**src/hdl/stl_pkg.sv**
```systemverilog
`timescale 1ns / 1ps
// ----------------------------------------------------------------------------
// stl_pkg
// Shared types and constants of the source token lexer: token kinds, character
// codes, the keyword table and the token bundle passed from front to back.
// ----------------------------------------------------------------------------
package stl_pkg;

   localparam int KIND_BITS       = 5;
   localparam int OFFSET_OUT_BITS = 32;
   localparam int POS_OUT_BITS    = 16;
   localparam int LENGTH_BITS     = 16;

   // token kinds
   localparam logic [KIND_BITS-1:0] KIND_EOF     = 5'd0;
   localparam logic [KIND_BITS-1:0] KIND_ADD     = 5'd1;
   localparam logic [KIND_BITS-1:0] KIND_LT      = 5'd2;
   localparam logic [KIND_BITS-1:0] KIND_GT      = 5'd3;
   localparam logic [KIND_BITS-1:0] KIND_SUB     = 5'd4;
   localparam logic [KIND_BITS-1:0] KIND_MUL     = 5'd5;
   localparam logic [KIND_BITS-1:0] KIND_DIV     = 5'd6;
   localparam logic [KIND_BITS-1:0] KIND_LPAREN  = 5'd7;
   localparam logic [KIND_BITS-1:0] KIND_RPAREN  = 5'd8;
   localparam logic [KIND_BITS-1:0] KIND_SPACE   = 5'd9;
   localparam logic [KIND_BITS-1:0] KIND_INT     = 5'd10;
   localparam logic [KIND_BITS-1:0] KIND_IDENT   = 5'd11;
   localparam logic [KIND_BITS-1:0] KIND_KW_BASE = 5'd12;
   localparam logic [KIND_BITS-1:0] KIND_ERROR   = 5'd20;

   // character codes
   localparam logic [7:0] CHAR_BOM0   = 8'hEF;
   localparam logic [7:0] CHAR_BOM1   = 8'hBB;
   localparam logic [7:0] CHAR_BOM2   = 8'hBF;
   localparam logic [7:0] CHAR_HASH   = 8'h23;
   localparam logic [7:0] CHAR_BANG   = 8'h21;
   localparam logic [7:0] CHAR_CR     = 8'h0D;
   localparam logic [7:0] CHAR_LF     = 8'h0A;
   localparam logic [7:0] CHAR_TAB    = 8'h09;
   localparam logic [7:0] CHAR_SPACE  = 8'h20;
   localparam logic [7:0] CHAR_PLUS   = 8'h2B;
   localparam logic [7:0] CHAR_LT     = 8'h3C;
   localparam logic [7:0] CHAR_GT     = 8'h3E;
   localparam logic [7:0] CHAR_MINUS  = 8'h2D;
   localparam logic [7:0] CHAR_STAR   = 8'h2A;
   localparam logic [7:0] CHAR_SLASH  = 8'h2F;
   localparam logic [7:0] CHAR_LPAREN = 8'h28;
   localparam logic [7:0] CHAR_RPAREN = 8'h29;
   localparam logic [7:0] CHAR_ZERO   = 8'h30;
   localparam logic [7:0] CHAR_NINE   = 8'h39;
   localparam logic [7:0] CHAR_UPPER_A = 8'h41;
   localparam logic [7:0] CHAR_UPPER_Z = 8'h5A;
   localparam logic [7:0] CHAR_LOWER_A = 8'h61;
   localparam logic [7:0] CHAR_LOWER_Z = 8'h7A;
   localparam logic [7:0] CHAR_UNDERSCORE = 8'h5F;

   // keyword table, kinds follow KIND_KW_BASE in this order
   localparam int KW_COUNT     = 8;
   localparam int KW_MAX_CHARS = 6;
   localparam int KW_LEN [KW_COUNT] = '{6, 2, 2, 3, 5, 6, 3, 4};
   localparam logic [7:0] KW_TEXT [KW_COUNT][KW_MAX_CHARS] = '{
      '{"r", "e", "t", "u", "r", "n"},
      '{"i", "f", 8'h00, 8'h00, 8'h00, 8'h00},
      '{"f", "n", 8'h00, 8'h00, 8'h00, 8'h00},
      '{"e", "n", "d", 8'h00, 8'h00, 8'h00},
      '{"w", "h", "i", "l", "e", 8'h00},
      '{"b", "u", "f", "f", "e", "r"},
      '{"v", "a", "r", 8'h00, 8'h00, 8'h00},
      '{"a", "u", "t", "o", 8'h00, 8'h00}
   };

   // bundle slots, delivered lowest first
   localparam int TOKEN_SLOTS  = 4;
   localparam int SLOT_REPLAY0 = 0;
   localparam int SLOT_REPLAY1 = 1;
   localparam int SLOT_FLUSH   = 2;
   localparam int SLOT_LAST    = 3;

   localparam int QUEUE_DEPTH = 2;

   typedef struct packed {
      logic [KIND_BITS-1:0]       kind;
      logic [OFFSET_OUT_BITS-1:0] start_offset;
      logic [LENGTH_BITS-1:0]     token_length;
      logic [POS_OUT_BITS-1:0]    start_line;
      logic [POS_OUT_BITS-1:0]    start_column;
      logic [POS_OUT_BITS-1:0]    end_line;
      logic [POS_OUT_BITS-1:0]    end_column;
   } token_type;

   typedef struct packed {
      token_type [TOKEN_SLOTS-1:0] tokens;
      logic [TOKEN_SLOTS-1:0]      valid;
   } bundle_type;

   typedef struct packed {
      logic full;
      logic empty;
   } queue_status_type;

endpackage

```
**src/hdl/stl_interfaces.sv**
```systemverilog
`timescale 1ns / 1ps
// ----------------------------------------------------------------------------
// stl_interfaces
// Valid/ready channels of the source token lexer: source bytes in, tokens out.
// ----------------------------------------------------------------------------
interface stl_req_if;
   logic       valid;
   logic       ready;
   logic [7:0] data_byte;
   logic       end_of_input;

   modport source (output valid, output data_byte, output end_of_input, input ready);
   modport sink (input valid, input data_byte, input end_of_input, output ready);
endinterface

interface stl_rsp_if import stl_pkg::*; ();
   logic                       valid;
   logic                       ready;
   logic [KIND_BITS-1:0]       token_kind;
   logic [OFFSET_OUT_BITS-1:0] start_offset;
   logic [LENGTH_BITS-1:0]     token_length;
   logic [POS_OUT_BITS-1:0]    start_line;
   logic [POS_OUT_BITS-1:0]    start_column;
   logic [POS_OUT_BITS-1:0]    end_line;
   logic [POS_OUT_BITS-1:0]    end_column;
   logic                       last_of_run;

   modport source (output valid, output token_kind, output start_offset,
                   output token_length, output start_line, output start_column,
                   output end_line, output end_column, output last_of_run,
                   input ready);
   modport sink (input valid, input token_kind, input start_offset,
                 input token_length, input start_line, input start_column,
                 input end_line, input end_column, input last_of_run,
                 output ready);
endinterface

```
**src/hdl/source_token_lexer_top.sv**
```systemverilog
`timescale 1ns / 1ps
// ----------------------------------------------------------------------------
// source_token_lexer_top
// Streaming lexer: source bytes in, positioned tokens out.
// ----------------------------------------------------------------------------
// req_channel takes one source byte per transfer, or an end marker that
// flushes the pending token, sends an eof token and rearms for a new file.
// rsp_channel gives one token per transfer; last_of_run marks the final token
// caused by a given input transfer (a byte may cause none, up to three).
// csr_write_data sets the whitespace-token enable while csr_write_enable is
// high; write it only while the block is idle.
// Throughput: one byte per cycle while the queue is not full, set by the
// scanner update in the front end; the token port gives one token per cycle
// while rsp_channel.ready is high, so a byte holds the back end until its
// last token goes. A token's bundle waits in the queue, then the back end.
// Stall: the front end writes bundles into a two-entry queue and the back end
// holds one more; req_channel.ready drops only when the queue is full.
// Reset (synchronous): scanner back to the file-start prologue, positions at
// zero, whitespace tokens disabled, queue and output empty.
// ----------------------------------------------------------------------------
module source_token_lexer_top import stl_pkg::*; #(
   parameter int KEYWORD_MAX_LEN = 6,
   parameter int POSITION_BITS   = 16,
   parameter int OFFSET_BITS     = 32
) (
   input  logic      clock,
   input  logic      reset,
   input  logic      csr_write_enable,
   input  logic      csr_write_data,
   stl_req_if.sink   req_channel,
   stl_rsp_if.source rsp_channel
);

   queue_status_type status;
   logic             push, pop;
   bundle_type       push_data, pop_data;

   stl_front #(
      .KEYWORD_MAX_LEN (KEYWORD_MAX_LEN),
      .POSITION_BITS   (POSITION_BITS),
      .OFFSET_BITS     (OFFSET_BITS)
   ) u_front (
      .clock            (clock),
      .reset            (reset),
      .csr_write_enable (csr_write_enable),
      .csr_write_data   (csr_write_data),
      .req_channel      (req_channel),
      .status           (status),
      .push             (push),
      .push_data        (push_data)
   );

   stl_queue u_queue (
      .clock     (clock),
      .reset     (reset),
      .push      (push),
      .push_data (push_data),
      .pop       (pop),
      .pop_data  (pop_data),
      .status    (status)
   );

   stl_back u_back (
      .clock       (clock),
      .reset       (reset),
      .pop_data    (pop_data),
      .status      (status),
      .pop         (pop),
      .rsp_channel (rsp_channel)
   );

endmodule

```
**src/hdl/stl_front.sv**
```systemverilog
`timescale 1ns / 1ps
// ----------------------------------------------------------------------------
// stl_front
// Scanner front end: takes one source byte per transfer, normalises line
// endings, runs the prologue and token state, and writes the tokens caused by
// the byte into the queue as one bundle.
// ----------------------------------------------------------------------------
module stl_front import stl_pkg::*; #(
   parameter int KEYWORD_MAX_LEN = 6,
   parameter int POSITION_BITS   = 16,
   parameter int OFFSET_BITS     = 32
) (
   input  logic             clock,
   input  logic             reset,
   input  logic             csr_write_enable,
   input  logic             csr_write_data,
   stl_req_if.sink          req_channel,
   input  queue_status_type status,
   output logic             push,
   output bundle_type       push_data
);

   localparam int PREFIX_IDX_BITS = $clog2(KEYWORD_MAX_LEN);

   typedef enum logic [9:0] {
      MODE_BOM0       = 10'b0000000001,
      MODE_BOM1       = 10'b0000000010,
      MODE_BOM2       = 10'b0000000100,
      MODE_LINE_START = 10'b0000001000,
      MODE_HASH       = 10'b0000010000,
      MODE_SKIP       = 10'b0000100000,
      MODE_IDLE       = 10'b0001000000,
      MODE_WS         = 10'b0010000000,
      MODE_INT        = 10'b0100000000,
      MODE_IDENT      = 10'b1000000000
   } mode_type;

   mode_type                 mode_ff, mode_in, norm_mode;
   logic                     emit_ws_ff;
   logic                     cr_ff, cr_in;
   logic [OFFSET_BITS-1:0]   pos_ff, pos_in;
   logic [POSITION_BITS-1:0] line_ff, line_in;
   logic [POSITION_BITS-1:0] col_ff, col_in;
   logic [OFFSET_BITS-1:0]   pend_off_ff, pend_off_in;
   logic [POSITION_BITS-1:0] pend_line_ff, pend_line_in;
   logic [POSITION_BITS-1:0] pend_col_ff, pend_col_in;
   logic [LENGTH_BITS-1:0]   pend_len_ff, pend_len_in;
   logic [7:0]               prefix_ff [KEYWORD_MAX_LEN];
   logic [7:0]               prefix_in [KEYWORD_MAX_LEN];

   logic                     accept, drop, do_normal;
   logic [1:0]               rep_n;
   logic [7:0]               raw_byte, byte_norm;
   logic                     is_ws, is_digit, is_alpha, op_valid;
   logic [KIND_BITS-1:0]     op_kind;
   logic [OFFSET_BITS-1:0]   pos_b, pos1, adv_pos;
   logic [POSITION_BITS-1:0] col_b, col1, col2, adv_line, adv_col;
   logic                     extend, flush_on, single;
   logic [KIND_BITS-1:0]     flush_kind, ident_kind;
   logic [KW_COUNT-1:0]      kw_hit;
   bundle_type               bundle;

   function automatic logic [OFFSET_BITS-1:0] off_add(input logic [OFFSET_BITS-1:0] v,
                                                      input logic [1:0] inc);
      logic [OFFSET_BITS:0] sum;
      sum = {1'b0, v} + {{(OFFSET_BITS - 1){1'b0}}, inc};
      off_add = sum[OFFSET_BITS] ? '1 : sum[OFFSET_BITS-1:0];
   endfunction

   function automatic logic [POSITION_BITS-1:0] pos_add(input logic [POSITION_BITS-1:0] v,
                                                        input logic [1:0] inc);
      logic [POSITION_BITS:0] sum;
      sum = {1'b0, v} + {{(POSITION_BITS - 1){1'b0}}, inc};
      pos_add = sum[POSITION_BITS] ? '1 : sum[POSITION_BITS-1:0];
   endfunction

   function automatic logic [OFFSET_OUT_BITS-1:0] off_out(input logic [OFFSET_BITS-1:0] v);
      logic [OFFSET_BITS+OFFSET_OUT_BITS-1:0] ext;
      ext = {{OFFSET_OUT_BITS{1'b0}}, v};
      off_out = ext[OFFSET_OUT_BITS-1:0];
   endfunction

   function automatic logic [POS_OUT_BITS-1:0] pos_out(input logic [POSITION_BITS-1:0] v);
      logic [POSITION_BITS+POS_OUT_BITS-1:0] ext;
      ext = {{POS_OUT_BITS{1'b0}}, v};
      pos_out = ext[POS_OUT_BITS-1:0];
   endfunction

   function automatic token_type make_token(input logic [KIND_BITS-1:0] kind,
                                            input logic [OFFSET_BITS-1:0] off,
                                            input logic [LENGTH_BITS-1:0] len,
                                            input logic [POSITION_BITS-1:0] sl,
                                            input logic [POSITION_BITS-1:0] sc,
                                            input logic [POSITION_BITS-1:0] el,
                                            input logic [POSITION_BITS-1:0] ec);
      token_type t;
      t.kind         = kind;
      t.start_offset = off_out(off);
      t.token_length = len;
      t.start_line   = pos_out(sl);
      t.start_column = pos_out(sc);
      t.end_line     = pos_out(el);
      t.end_column   = pos_out(ec);
      make_token = t;
   endfunction

   assign req_channel.ready = !status.full;
   assign accept   = req_channel.valid && req_channel.ready;
   assign raw_byte = req_channel.data_byte;
   assign drop     = cr_ff && (raw_byte == CHAR_LF);
   assign byte_norm = (raw_byte == CHAR_CR) ? CHAR_LF : raw_byte;

   // byte classes
   always_comb begin
      is_ws    = (byte_norm == CHAR_LF) || (byte_norm == CHAR_TAB) || (byte_norm == CHAR_SPACE);
      is_digit = (byte_norm >= CHAR_ZERO) && (byte_norm <= CHAR_NINE);
      is_alpha = ((byte_norm >= CHAR_UPPER_A) && (byte_norm <= CHAR_UPPER_Z)) ||
                 ((byte_norm >= CHAR_LOWER_A) && (byte_norm <= CHAR_LOWER_Z)) ||
                 (byte_norm == CHAR_UNDERSCORE);
      op_valid = 1'b1;
      unique case (byte_norm)
         CHAR_PLUS:   op_kind = KIND_ADD;
         CHAR_LT:     op_kind = KIND_LT;
         CHAR_GT:     op_kind = KIND_GT;
         CHAR_MINUS:  op_kind = KIND_SUB;
         CHAR_STAR:   op_kind = KIND_MUL;
         CHAR_SLASH:  op_kind = KIND_DIV;
         CHAR_LPAREN: op_kind = KIND_LPAREN;
         CHAR_RPAREN: op_kind = KIND_RPAREN;
         default: begin
            op_kind  = KIND_ERROR;
            op_valid = 1'b0;
         end
      endcase
   end

   // keyword match on the held identifier prefix
   always_comb begin
      for (int k = 0; k < KW_COUNT; k++) begin
         kw_hit[k] = (pend_len_ff == LENGTH_BITS'(KW_LEN[k])) && (KW_LEN[k] <= KEYWORD_MAX_LEN);
         for (int i = 0; i < KW_MAX_CHARS; i++) begin
            if ((i < KW_LEN[k]) && (i < KEYWORD_MAX_LEN) && (prefix_ff[i] != KW_TEXT[k][i])) begin
               kw_hit[k] = 1'b0;
            end
         end
      end
      ident_kind = KIND_IDENT;
      for (int k = KW_COUNT - 1; k >= 0; k--) begin
         if (kw_hit[k]) begin
            ident_kind = KIND_KW_BASE + KIND_BITS'(k);
         end
      end
   end

   // how many held prologue bytes are replayed, and whether the byte goes on
   always_comb begin
      rep_n     = 2'd0;
      do_normal = 1'b0;
      norm_mode = MODE_IDLE;
      if (req_channel.end_of_input) begin
         norm_mode = mode_ff;
         if ((mode_ff == MODE_BOM1) || (mode_ff == MODE_HASH)) begin
            rep_n = 2'd1;
         end else if (mode_ff == MODE_BOM2) begin
            rep_n = 2'd2;
         end
      end else if (!drop) begin
         unique case (mode_ff)
            MODE_BOM0: begin
               do_normal = (byte_norm != CHAR_BOM0) && (byte_norm != CHAR_HASH);
            end
            MODE_LINE_START: begin
               do_normal = (byte_norm != CHAR_HASH);
            end
            MODE_BOM1: begin
               if (byte_norm != CHAR_BOM1) begin
                  rep_n     = 2'd1;
                  do_normal = 1'b1;
               end
            end
            MODE_BOM2: begin
               if (byte_norm != CHAR_BOM2) begin
                  rep_n     = 2'd2;
                  do_normal = 1'b1;
               end
            end
            MODE_HASH: begin
               if (byte_norm != CHAR_BANG) begin
                  rep_n     = 2'd1;
                  do_normal = 1'b1;
               end
            end
            MODE_SKIP: begin
               do_normal = 1'b0;
            end
            MODE_IDLE, MODE_WS, MODE_INT, MODE_IDENT: begin
               do_normal = 1'b1;
               norm_mode = mode_ff;
            end
            default: begin
               do_normal = 1'b0;
            end
         endcase
      end
   end

   // positions after replay and after the byte itself
   always_comb begin
      pos1  = off_add(pos_ff, 2'd1);
      col1  = pos_add(col_ff, 2'd1);
      col2  = pos_add(col_ff, 2'd2);
      pos_b = off_add(pos_ff, rep_n);
      col_b = pos_add(col_ff, rep_n);
      adv_pos = off_add(pos_b, 2'd1);
      if (byte_norm == CHAR_LF) begin
         adv_line = pos_add(line_ff, 2'd1);
         adv_col  = '0;
      end else begin
         adv_line = line_ff;
         adv_col  = pos_add(col_b, 2'd1);
      end
      extend = ((norm_mode == MODE_WS) && is_ws) ||
               ((norm_mode == MODE_INT) && is_digit) ||
               ((norm_mode == MODE_IDENT) && (is_alpha || is_digit));
      flush_on = (norm_mode == MODE_INT) || (norm_mode == MODE_IDENT) ||
                 ((norm_mode == MODE_WS) && emit_ws_ff);
      if (norm_mode == MODE_WS) begin
         flush_kind = KIND_SPACE;
      end else if (norm_mode == MODE_INT) begin
         flush_kind = KIND_INT;
      end else begin
         flush_kind = ident_kind;
      end
      single = op_valid || !(is_ws || is_digit || is_alpha);
   end

   // next state and token bundle
   always_comb begin
      mode_in      = mode_ff;
      cr_in        = cr_ff;
      pos_in       = pos_ff;
      line_in      = line_ff;
      col_in       = col_ff;
      pend_off_in  = pend_off_ff;
      pend_line_in = pend_line_ff;
      pend_col_in  = pend_col_ff;
      pend_len_in  = pend_len_ff;
      prefix_in    = prefix_ff;
      bundle       = '0;

      // replayed prologue bytes are error tokens on the current line
      bundle.tokens[SLOT_REPLAY0] = make_token(KIND_ERROR, pos_ff, LENGTH_BITS'(1),
                                               line_ff, col_ff, line_ff, col1);
      bundle.tokens[SLOT_REPLAY1] = make_token(KIND_ERROR, pos1, LENGTH_BITS'(1),
                                               line_ff, col1, line_ff, col2);
      bundle.tokens[SLOT_FLUSH]   = make_token(flush_kind, pend_off_ff, pend_len_ff,
                                               pend_line_ff, pend_col_ff, line_ff, col_b);
      bundle.valid[SLOT_REPLAY0]  = accept && (rep_n != 2'd0);
      bundle.valid[SLOT_REPLAY1]  = accept && (rep_n == 2'd2);

      if (req_channel.end_of_input) begin
         bundle.tokens[SLOT_LAST] = make_token(KIND_EOF, pos_b, '0, line_ff, col_b, line_ff, col_b);
      end else begin
         bundle.tokens[SLOT_LAST] = make_token(op_kind, pos_b, LENGTH_BITS'(1),
                                               line_ff, col_b, adv_line, adv_col);
      end

      if (accept) begin
         if (req_channel.end_of_input) begin
            bundle.valid[SLOT_FLUSH] = flush_on;
            bundle.valid[SLOT_LAST]  = 1'b1;
            mode_in      = MODE_BOM0;
            cr_in        = 1'b0;
            pos_in       = '0;
            line_in      = '0;
            col_in       = '0;
            pend_off_in  = '0;
            pend_line_in = '0;
            pend_col_in  = '0;
            pend_len_in  = '0;
         end else if (drop) begin
            cr_in = 1'b0;
         end else begin
            cr_in = (raw_byte == CHAR_CR);
            unique case (mode_ff)
               MODE_BOM0: begin
                  if (byte_norm == CHAR_BOM0) begin
                     mode_in = MODE_BOM1;
                  end else if (byte_norm == CHAR_HASH) begin
                     mode_in = MODE_HASH;
                  end
               end
               MODE_LINE_START: begin
                  if (byte_norm == CHAR_HASH) begin
                     mode_in = MODE_HASH;
                  end
               end
               MODE_BOM1: begin
                  if (byte_norm == CHAR_BOM1) begin
                     mode_in = MODE_BOM2;
                  end
               end
               MODE_BOM2: begin
                  // the mark counts in offsets only
                  if (byte_norm == CHAR_BOM2) begin
                     pos_in  = off_add(pos_ff, 2'd3);
                     mode_in = MODE_LINE_START;
                  end
               end
               MODE_HASH: begin
                  if (byte_norm == CHAR_BANG) begin
                     pos_in  = off_add(pos_ff, 2'd2);
                     col_in  = col2;
                     mode_in = MODE_SKIP;
                  end
               end
               MODE_SKIP: begin
                  pos_in  = adv_pos;
                  line_in = adv_line;
                  col_in  = adv_col;
                  if (byte_norm == CHAR_LF) begin
                     mode_in = MODE_LINE_START;
                  end
               end
               MODE_IDLE, MODE_WS, MODE_INT, MODE_IDENT: begin
                  mode_in = mode_ff;
               end
               default: begin
                  mode_in = mode_ff;
               end
            endcase

            if (do_normal) begin
               pos_in  = adv_pos;
               line_in = adv_line;
               col_in  = adv_col;
               if (extend) begin
                  mode_in = norm_mode;
                  if ((norm_mode == MODE_IDENT) &&
                      (pend_len_ff < LENGTH_BITS'(KEYWORD_MAX_LEN))) begin
                     prefix_in[pend_len_ff[PREFIX_IDX_BITS-1:0]] = byte_norm;
                  end
                  if (pend_len_ff != '1) begin
                     pend_len_in = pend_len_ff + LENGTH_BITS'(1);
                  end
               end else begin
                  bundle.valid[SLOT_FLUSH] = flush_on;
                  if (single) begin
                     bundle.valid[SLOT_LAST] = 1'b1;
                     mode_in = MODE_IDLE;
                  end else begin
                     pend_off_in  = pos_b;
                     pend_line_in = line_ff;
                     pend_col_in  = col_b;
                     pend_len_in  = LENGTH_BITS'(1);
                     prefix_in[0] = byte_norm;
                     if (is_ws) begin
                        mode_in = MODE_WS;
                     end else if (is_digit) begin
                        mode_in = MODE_INT;
                     end else begin
                        mode_in = MODE_IDENT;
                     end
                  end
               end
            end
         end
      end
   end

   assign push      = accept && (bundle.valid != '0);
   assign push_data = bundle;

   always_ff @(posedge clock) begin
      if (reset) begin
         mode_ff      <= MODE_BOM0;
         emit_ws_ff   <= 1'b0;
         cr_ff        <= 1'b0;
         pos_ff       <= '0;
         line_ff      <= '0;
         col_ff       <= '0;
         pend_off_ff  <= '0;
         pend_line_ff <= '0;
         pend_col_ff  <= '0;
         pend_len_ff  <= '0;
      end else begin
         mode_ff      <= mode_in;
         cr_ff        <= cr_in;
         pos_ff       <= pos_in;
         line_ff      <= line_in;
         col_ff       <= col_in;
         pend_off_ff  <= pend_off_in;
         pend_line_ff <= pend_line_in;
         pend_col_ff  <= pend_col_in;
         pend_len_ff  <= pend_len_in;
         if (csr_write_enable) begin
            emit_ws_ff <= csr_write_data;
         end
      end
   end

   always_ff @(posedge clock) begin
      prefix_ff <= prefix_in;
   end

endmodule

```
**src/hdl/stl_queue.sv**
```systemverilog
`timescale 1ns / 1ps
// ----------------------------------------------------------------------------
// stl_queue
// Short first-in first-out queue of token bundles between front and back.
// ----------------------------------------------------------------------------
module stl_queue import stl_pkg::*; (
   input  logic             clock,
   input  logic             reset,
   input  logic             push,
   input  bundle_type       push_data,
   input  logic             pop,
   output bundle_type       pop_data,
   output queue_status_type status
);

   // depth is a power of two, so the pointers wrap on their own
   localparam int PTR_BITS = $clog2(QUEUE_DEPTH);

   bundle_type          entry_ff [QUEUE_DEPTH];
   logic [PTR_BITS-1:0] wr_ff, wr_in;
   logic [PTR_BITS-1:0] rd_ff, rd_in;
   logic [PTR_BITS:0]   count_ff, count_in;

   assign status.full  = (count_ff == (PTR_BITS + 1)'(QUEUE_DEPTH));
   assign status.empty = (count_ff == '0);
   assign pop_data     = entry_ff[rd_ff];

   always_comb begin
      wr_in    = push ? wr_ff + PTR_BITS'(1) : wr_ff;
      rd_in    = pop ? rd_ff + PTR_BITS'(1) : rd_ff;
      count_in = count_ff;
      if (push && !pop) begin
         count_in = count_ff + (PTR_BITS + 1)'(1);
      end else if (pop && !push) begin
         count_in = count_ff - (PTR_BITS + 1)'(1);
      end
   end

   always_ff @(posedge clock) begin
      if (reset) begin
         wr_ff    <= '0;
         rd_ff    <= '0;
         count_ff <= '0;
      end else begin
         wr_ff    <= wr_in;
         rd_ff    <= rd_in;
         count_ff <= count_in;
      end
   end

   always_ff @(posedge clock) begin
      if (push) begin
         entry_ff[wr_ff] <= push_data;
      end
   end

endmodule

```
**src/hdl/stl_back.sv**
```systemverilog
`timescale 1ns / 1ps
// ----------------------------------------------------------------------------
// stl_back
// Token back end: holds one bundle and hands its tokens out one transfer at a
// time, marking the final token of each source byte.
// ----------------------------------------------------------------------------
module stl_back import stl_pkg::*; (
   input  logic             clock,
   input  logic             reset,
   input  bundle_type       pop_data,
   input  queue_status_type status,
   output logic             pop,
   stl_rsp_if.source        rsp_channel
);

   token_type [TOKEN_SLOTS-1:0] tokens_ff;
   logic [TOKEN_SLOTS-1:0]      mask_ff, mask_in;
   logic [TOKEN_SLOTS-1:0]      sel, rest;
   token_type                   cur;
   logic                        xfer;

   always_comb begin
      sel  = mask_ff & (~mask_ff + TOKEN_SLOTS'(1));
      rest = mask_ff & ~sel;
      cur  = tokens_ff[0];
      for (int i = TOKEN_SLOTS - 1; i >= 0; i--) begin
         if (mask_ff[i]) begin
            cur = tokens_ff[i];
         end
      end
   end

   assign rsp_channel.valid        = (mask_ff != '0);
   assign rsp_channel.token_kind   = cur.kind;
   assign rsp_channel.start_offset = cur.start_offset;
   assign rsp_channel.token_length = cur.token_length;
   assign rsp_channel.start_line   = cur.start_line;
   assign rsp_channel.start_column = cur.start_column;
   assign rsp_channel.end_line     = cur.end_line;
   assign rsp_channel.end_column   = cur.end_column;
   assign rsp_channel.last_of_run  = (rest == '0);

   assign xfer = rsp_channel.valid && rsp_channel.ready;
   // load the next bundle as soon as the last token of this one goes
   assign pop  = ((mask_ff == '0) || (xfer && (rest == '0))) && !status.empty;

   always_comb begin
      mask_in = mask_ff;
      if (pop) begin
         mask_in = pop_data.valid;
      end else if (xfer) begin
         mask_in = rest;
      end
   end

   always_ff @(posedge clock) begin
      if (reset) begin
         mask_ff <= '0;
      end else begin
         mask_ff <= mask_in;
      end
   end

   always_ff @(posedge clock) begin
      if (pop) begin
         tokens_ff <= pop_data.tokens;
      end
   end

endmodule

```
**src/flat_wrapper.sv**
```systemverilog
// flat-port wrapper written by rule: the top's interface ports become plain ports
module source_token_lexer_top_flat import stl_pkg::*;
#(
   parameter int KEYWORD_MAX_LEN = 6,
   parameter int POSITION_BITS   = 16,
   parameter int OFFSET_BITS     = 32
)
  (clock, reset, csr_write_enable, csr_write_data, req_channel_valid, req_channel_data_byte, req_channel_end_of_input, req_channel_ready, rsp_channel_valid, rsp_channel_token_kind, rsp_channel_start_offset, rsp_channel_token_length, rsp_channel_start_line, rsp_channel_start_column, rsp_channel_end_line, rsp_channel_end_column, rsp_channel_last_of_run, rsp_channel_ready);
  stl_req_if req_channel_i ();
  stl_rsp_if rsp_channel_i ();
  input  logic clock;
  input  logic reset;
  input  logic csr_write_enable;
  input  logic csr_write_data;
  input wire logic [$bits(req_channel_i.valid)-1:0] req_channel_valid;
  input wire logic [$bits(req_channel_i.data_byte)-1:0] req_channel_data_byte;
  input wire logic [$bits(req_channel_i.end_of_input)-1:0] req_channel_end_of_input;
  output wire logic [$bits(req_channel_i.ready)-1:0] req_channel_ready;
  output wire logic [$bits(rsp_channel_i.valid)-1:0] rsp_channel_valid;
  output wire logic [$bits(rsp_channel_i.token_kind)-1:0] rsp_channel_token_kind;
  output wire logic [$bits(rsp_channel_i.start_offset)-1:0] rsp_channel_start_offset;
  output wire logic [$bits(rsp_channel_i.token_length)-1:0] rsp_channel_token_length;
  output wire logic [$bits(rsp_channel_i.start_line)-1:0] rsp_channel_start_line;
  output wire logic [$bits(rsp_channel_i.start_column)-1:0] rsp_channel_start_column;
  output wire logic [$bits(rsp_channel_i.end_line)-1:0] rsp_channel_end_line;
  output wire logic [$bits(rsp_channel_i.end_column)-1:0] rsp_channel_end_column;
  output wire logic [$bits(rsp_channel_i.last_of_run)-1:0] rsp_channel_last_of_run;
  input wire logic [$bits(rsp_channel_i.ready)-1:0] rsp_channel_ready;
  assign req_channel_i.valid = req_channel_valid;
  assign req_channel_i.data_byte = req_channel_data_byte;
  assign req_channel_i.end_of_input = req_channel_end_of_input;
  assign req_channel_ready = req_channel_i.ready;
  assign rsp_channel_valid = rsp_channel_i.valid;
  assign rsp_channel_token_kind = rsp_channel_i.token_kind;
  assign rsp_channel_start_offset = rsp_channel_i.start_offset;
  assign rsp_channel_token_length = rsp_channel_i.token_length;
  assign rsp_channel_start_line = rsp_channel_i.start_line;
  assign rsp_channel_start_column = rsp_channel_i.start_column;
  assign rsp_channel_end_line = rsp_channel_i.end_line;
  assign rsp_channel_end_column = rsp_channel_i.end_column;
  assign rsp_channel_last_of_run = rsp_channel_i.last_of_run;
  assign rsp_channel_i.ready = rsp_channel_ready;
  source_token_lexer_top #(.KEYWORD_MAX_LEN(KEYWORD_MAX_LEN), .POSITION_BITS(POSITION_BITS), .OFFSET_BITS(OFFSET_BITS)) u_core (.clock(clock), .reset(reset), .csr_write_enable(csr_write_enable), .csr_write_data(csr_write_data), .req_channel(req_channel_i), .rsp_channel(rsp_channel_i));
endmodule
```
**config.mk**
```make
export PLATFORM = sky130hd
export DESIGN_NAME = source_token_lexer_top_flat
export DESIGN_NICKNAME = d
export VERILOG_FILES = /design/src/hdl/stl_pkg.sv /design/src/hdl/stl_interfaces.sv /design/src/hdl/source_token_lexer_top.sv /design/src/hdl/stl_front.sv /design/src/hdl/stl_queue.sv /design/src/hdl/stl_back.sv /design/src/flat_wrapper.sv
export SDC_FILE = /design/constraint.sdc
export NUM_CORES = 2
export LEC_CHECK = 0
export BUFFER_PORTS_ARGS = -buffer_cell sky130_fd_sc_hd__buf_2
export CORE_MARGIN = 5
export CORE_UTILIZATION = 44
export DETAILED_ROUTE_END_ITERATION = 7
export GPL_TIMING_DRIVEN = 0
export HOLD_SLACK_MARGIN = 0.05
export SYNTH_ARGS = -nofsm -noshare
export SYNTH_HDL_FRONTEND = slang
export SYNTH_HIERARCHICAL = 1
export SYNTH_SLANG_ARGS = --single-unit
```
**constraint.sdc**
```tcl
create_clock -name clock -period 36.7 [get_ports clock]
set_input_delay 7.34 -clock clock [delete_from_list [all_inputs] [get_ports clock]]
set_output_delay 7.34 -clock clock [all_outputs]
set_load 0.01 [all_outputs]
```
After elaboration in Yosys (flattened, before gate mapping)
Memories as Yosys holds them, arrays and structs flattened. A register that Yosys moved wholly into a read port is not among the register bits.
Cells that the tools add are included.
{ "op_classes": {"add_sub_neg": 16, "n_lt_le_gt_ge": 9, "n_eq_ne": 83, "n_mux": 150, "bitwise_logic": 7, "n_reduce_logical": 62} }
{ "op_table": {"columns": ["cell", "n"], "rows": [
  ["$mux 117", 5],
  ["$mux 16", 31],
  ["$mux 32", 15],
  ["$ne 8x7->1 const B", 27],
  ["$mux 10", 16],
  ["$pmux 32 s3", 1],
  ["$eq 8x6->1 const B", 11],
  ["$add 32x1->33 const B", 2],
  ["$add 32x2->33 const B", 2],
  ["$pmux 10 s6", 1],
  ["$add 16x1->17 const B", 3],
  ["$mux 5", 10],
  ["$bwmux 48", 1],
  ["$eq 16x3->1 const B", 3],
  ["$mux 48", 1],
  ["$mux 1", 46],
  ["$pmux 5 s8", 1],
  ["$add 32x2->33", 1],
  ["$eq 16x2->1 const B", 2],
  ["$eq 8x4->1 const B", 4],
  ["$mux 8", 4],
  ["$pmux 16 s2", 1],
  ["$demux 8 s3", 1],
  ["$eq 8x8->1 const B", 3],
  ["other kinds (60)", 135]
]} }
{ "totals": {"register_bits": 680, "ramBits": 860, "input_bits": 15, "output_inout_bits": 120, "wordCells": 376, "n_memories": 1} }
{ "memory_table": {"columns": ["memory", "depth", "width", "read_ports", "rd_clocked_by_memory_dff", "wr", "line", "text"], "rows": [
  ["u_core.u_queue.entry_ff", 2, 430, 1, 1, 1, "stl_queue.sv:19", "bundle_type entry_ff [QUEUE_DEPTH];"]
]} }

Logic depth before layout (Yosys ltp)
{ "logic_depth": {"ltp_word": 21, "mapped_depth": 27} }

Cells and area by module
The synthesis kept the hierarchy.
{ "by_module_without_submodules": {"columns": ["module", "instances", "cells_each", "area_each_um2"], "rows": [
  ["stl_queue", 1, 1491, 34570.7],
  ["stl_back", 1, 1049, 17650.7],
  ["stl_front", 1, 2405, 17488.0]
]} }

Worst setup path after synthesis
Ideal clock, no wire load.
{ "synth_path": {"kind": "input -> register", "startpoint": "input port req_channel_data_byte[4]", "endpoint": "memory u_core/u_queue/entry_ff[0][0] in the netlist's numbering, enable pin", "t_arrival_ns": 30.372, "required_time_ns": 35.325, "path_slack_ns": 4.954, "cell_stages": 10, "cell_sequence": "clkbuf_1 -> nor3_2 -> a32o_1 -> a2111oi_0 -> o21ai_0 -> a22oi_2 -> nor2_1 -> nor3_1 -> or3_1 -> nor2b_1"} }
{ "synth_rtl": {"columns": ["element", "line", "text"], "rows": [
  ["start: declaration", "flat_wrapper.sv:16", "input wire logic [$bits(req_channel_i.data_byte)-1:0] req_channel_data_byte;"],
  ["end: declaration", "stl_queue.sv:19", null]
]} }

Worst setup path after layout
{ "layout_path": {"startpoint": "input port req_channel_data_byte[5]", "endpoint": "register u_core.u_front.pos_ff[31]"} }
{ "layout_between": {"elab_chain_cells": 15, "word_cells_on_any_way": 37, "classes_between": "add/sub (2); eq/ne (12); mux (19); reduce/logical (4)"} }
{ "layout_rtl": {"columns": ["element", "line", "text"], "rows": [
  ["$eq 8x4->1", "stl_front.sv:111", "assign byte_norm = (raw_byte == CHAR_CR) ? CHAR_LF : raw_byte;"],
  ["$mux 8", "stl_front.sv:111", null],
  ["$ne 8x6->1 (tied with other cells)", "stl_front.sv:188", "if (byte_norm != CHAR_BANG) begin"],
  ["$mux 1 (tied with other cells)", "stl_front.sv:188", null],
  ["$pmux 2 s3", "stl_front.sv:168", "unique case (mode_ff)"],
  ["$mux 2", "stl_front.sv:167", "end else if (!drop) begin"],
  ["$mux 2", "stl_front.sv:160", "if (req_channel.end_of_input) begin"],
  ["$add 32x2->33", "stl_front.sv:66", "sum = {1'b0, v} + {{(OFFSET_BITS - 1){1'b0}}, inc};"],
  ["$mux 32", "stl_front.sv:67", "off_add = sum[OFFSET_BITS] ? '1 : sum[OFFSET_BITS-1:0];"],
  ["$add 32x1->33", "stl_front.sv:66", null],
  ["$mux 32", "stl_front.sv:67", null],
  ["$pmux 32 s3", "stl_front.sv:285", "unique case (mode_ff)"],
  ["$mux 32", "stl_front.sv:333", "if (do_normal) begin"],
  ["$mux 32", "stl_front.sv:281", "end else if (drop) begin"],
  ["$mux 32", "stl_front.sv:269", "if (req_channel.end_of_input) begin"],
  ["end signal: assignment", "stl_front.sv:389", "pos_ff <= pos_in;"],
  ["end: declaration", "stl_front.sv:41", "logic [OFFSET_BITS-1:0] pos_ff, pos_in;"]
]} }
Several ways; a longest one is shown, not always the timed one. The select of a mux whose other input is x is not followed.
A chain may end at the register's enable or synchronous reset.

==> qor.txt <==
critical path's slowest cell: sky130_fd_sc_hd__nor4_4
Buffers & Inverters on Critical Path: 9
Starting DRT DRC Count: 4,664
# Max-Cap Violations: 3
setup TNS after final layout: 0 ps
status: complete, but fails checks
clock buffer count from CTS: 170
effective utilization at floorplan: 44.12%
combined area of the multi-input logic cells: 19,740 um2
Critical Path Sink Type: flop
number of antenna-violating nets in the routed design: 0
setup skew after layout: 33.31 ps
cell family contributing the most delay on the critical path: simple AND/OR/NAND/NOR gates
FF-to-FF setup slack: 26,310 ps
power density of the placed cells: 76.12 nW/um2
worst slew margin relative to its limit: -3.112%
most common library cells after synthesis: 1,460 x sky130_fd_sc_hd__edfxtp_1, 429 x sky130_fd_sc_hd__mux2_2, 311 x sky130_fd_sc_hd__a21oi_1
Period minus WS final: 15,510 ps
path depth of the worst reg2reg path: 25
cell with the most instances after synthesis: sky130_fd_sc_hd__edfxtp_1
via count: 44,346
first-pass GRT wire length: 302,900 um
dominant cell type by area after synthesis: sky130_fd_sc_hd__edfxtp_1
buffer count from post-CTS setup fixing: 0
WL per Instance: 28.07 um
via-per-instance ratio: 5.855
violated checks: max-capacitance violations, max-slew violations
die width: 408.0 um
Final Max Slew Viols: 21
standby leakage power: 27.63 nW
sequential-to-total area share from yosys stat: 67.63%
WP depth: 26
share of final-layout standard cells stronger than drive strength 1: 23.43%
Mapped Avg Cell Area: 14.10 um2
Req. time, crit path: 37,360 ps
CTS root buf: sky130_fd_sc_hd__clkbuf_16
area used by sequential logic in the layout: 47,150 um2
pre-CTS WS: 20,030 ps
path class of the lowest-slack min-delay path: reg2reg
number of buffers between clock root and the deepest sink: 3
endpoint of the lowest-slack register-to-register path: u_core/u_front/pos_ff[31]$_SDFFE_PP0P_
number of nets in the layout: 5,392
number of warning messages in the yosys log: 6
Post-synth EDFFs: 1,460
PnR worst setup slack: 21,190 ps
RSZ-0062 raised after global routing: false
post-synth top area share: 62.89%
clock transition time at the flip-flop clock pins of the worst setup and hold paths: 60 ps
final period utilization: 42.25%
Worst Path Arrival: 16,170 ps
cell area after synthesis: 69,710 um2
I/O pin count: 135
area added between synthesis and finish: 14.42%
floorplan row count: 146
remaining routing DRC violations: 0
count of final setup violators: 0
total power after layout: 6.072 mW
Resize count post-CTS: 0
flip-flop and latch count after synthesis: 1,625
Total Routed Length: 212,600 um
placed wire-length estimate: 148,400 um
library cells used by synthesis: 104
peak fanout along the critical path: 10
Critical path destination: u_core/u_front/pos_ff[31]$_SDFFE_PP0P_
actual transition at the worst max-transition pin: 1547 ps
largest incremental delay on the critical path: 800 ps
CTS tree: yes
launching point of the worst reg2reg path: u_core/u_front/mode_ff[0]$_SDFFE_PP1P_
async set or reset register ratio after synthesis: 0%
clock latency on the worst-skew pair: 800 ps
Achievable Freq: 64.49 MHz
launching element type of the critical path: primary input
top cells by area in the synthesized netlist: sky130_fd_sc_hd__edfxtp_1 63%, sky130_fd_sc_hd__mux2_2 6.9%, sky130_fd_sc_hd__dfxtp_1 4.7%
first-pass iteration count of the detailed router: 6
Post-CTS Hold Buffers: 0
overall fraction of global-route tracks in use: 24.93%
initial antenna violation count: 11
Critical Path Source: req_channel_data_byte[5]
final hold violation count: 0
primary flip-flop cell chosen by synthesis mapping: sky130_fd_sc_hd__edfxtp_1
CORE AREA: 158,000 um2
final weighted congestion of routability-driven global placement: 0.9582
maximum number of pins on one net before global-route repair: 59
count of filler cells inserted in the layout: 13,514
Port Buffers: 131
maximum level of the CTS H-tree: 4
CP dominant cell by count: sky130_fd_sc_hd__clkbuf_1
total number of clock tree sinks: 1,625
total grt overflow: 0
die height: 408.0 um
number of global-route vias before repair: 43,080
category of the critical setup timing path: in2reg
worst vdd ir: 0.00005501 V
synthesized netlist cell count: 4,945
floorplan die area: 166,500 um2
## cells by family after synthesis
kind of cell             Yosys count  synth area share, %
AND/OR/NAND/NOR                 1097                8.255
flip-flops                      1625                67.63
adder cells (fa/ha/maj)           22               0.4092
AO/OA/AOI/OAI                    987                8.804
buffers and inverters            560                4.417
multiplexers                     518                8.790
XOR/XNOR                         134                1.684
other                              2              0.01077
## registers in the layout, summed over array words and instances (netlist names), 2 cells and up, named ones only
register,cells
u_core/u_queue/count_ff,2
u_core/u_front/line_ff,16
u_core/u_front/mode_ff,10
u_core/u_front/pos_ff,32
u_core/u_front/pend_col_ff,16
u_core/u_queue/entry_ff,944
u_core/u_front/col_ff,16
u_core/u_front/pend_len_ff,16
u_core/u_front/pend_off_ff,32
u_core/u_back/tokens_ff,468
u_core/u_front/prefix_ff,48
u_core/u_front/pend_line_ff,16
u_core/u_back/mask_ff,4
## placed cells by master (no fill, tap or decap), types with 87 or more instances in the layout
master / instances
sky130_fd_sc_hd__dfxtp_1: 165
sky130_fd_sc_hd__edfxtp_1: 1460
sky130_fd_sc_hd__nand3_1: 87
sky130_fd_sc_hd__nor3_1: 105
sky130_fd_sc_hd__buf_2: 194
sky130_fd_sc_hd__a21oi_1: 311
sky130_fd_sc_hd__nor2_1: 266
sky130_fd_sc_hd__a22oi_1: 182
sky130_fd_sc_hd__buf_4: 209
sky130_fd_sc_hd__mux2_2: 429
sky130_fd_sc_hd__clkbuf_16: 175
sky130_fd_sc_hd__nand2_1: 230
sky130_fd_sc_hd__xnor2_1: 91
sky130_fd_sc_hd__o21ai_0: 212
sky130_fd_sc_hd__clkbuf_1: 223
## cell type report
cell class	instances	area share, %
plain buffers	480	3.484
clock buffers	228	5.878
well taps	2072	3.250
multi-input cells	2815	24.75
clock inverters	85	0.8785
flip-flops and latches	1625	59.11
inverters	80	0.3765
repair buffers	185	2.262
diodes	4	0.01255
## how the worst min path moves through the flow
stage	startpoint	end	cells past startpoint
floorplan	u_core/u_front/pend_off_ff[29]$_SDFFE_PP0P_	u_core/u_queue/entry_ff[0][347]$_DFFE_PP_	0
global placement	u_core/u_front/pos_ff[25]$_SDFFE_PP0P_	u_core/u_queue/entry_ff[0][109]$_DFFE_PP_	0
detailed placement	u_core/u_front/pos_ff[25]$_SDFFE_PP0P_	u_core/u_queue/entry_ff[0][109]$_DFFE_PP_	0
CTS	u_core/u_front/pend_off_ff[27]$_SDFFE_PP0P_	u_core/u_queue/entry_ff[1][345]$_DFFE_PP_	0
global route	u_core/u_front/pend_off_ff[27]$_SDFFE_PP0P_	u_core/u_queue/entry_ff[1][345]$_DFFE_PP_	0
finish	u_core/u_front/pend_off_ff[27]$_SDFFE_PP0P_	u_core/u_queue/entry_ff[1][345]$_DFFE_PP_	0
## layer usage
metal / vias up / GRT usage, % / wire length (um)
met4: 4 / 9.245 / 8477
li1: 19482 / - / -
met2: 1876 / 40.54 / 100200
met5: - / 0 / 23
met1: 22571 / 33.56 / 87570
met3: 413 / 4.686 / 16320
## where the power goes
group	switching (mW)	internal, mW	total [mW]
Combinational	1.10	0.624	1.73
Clock	0.720	0.944	1.66
Sequential	0.112	2.57	2.68
## stage by stage
step	util, %	cells	area, um2	hold WS [ps]
global placement	46.30	7203	73160	430.9
detailed placement	47.04	7255	74340	436.7
finish	50.48	7574	79760	436.3
floorplan	-	5000	69920	418.7
CTS	50.46	7568	79730	430.3
global route	50.47	7570	79750	453.6
(Power assumes the default switching activity.)
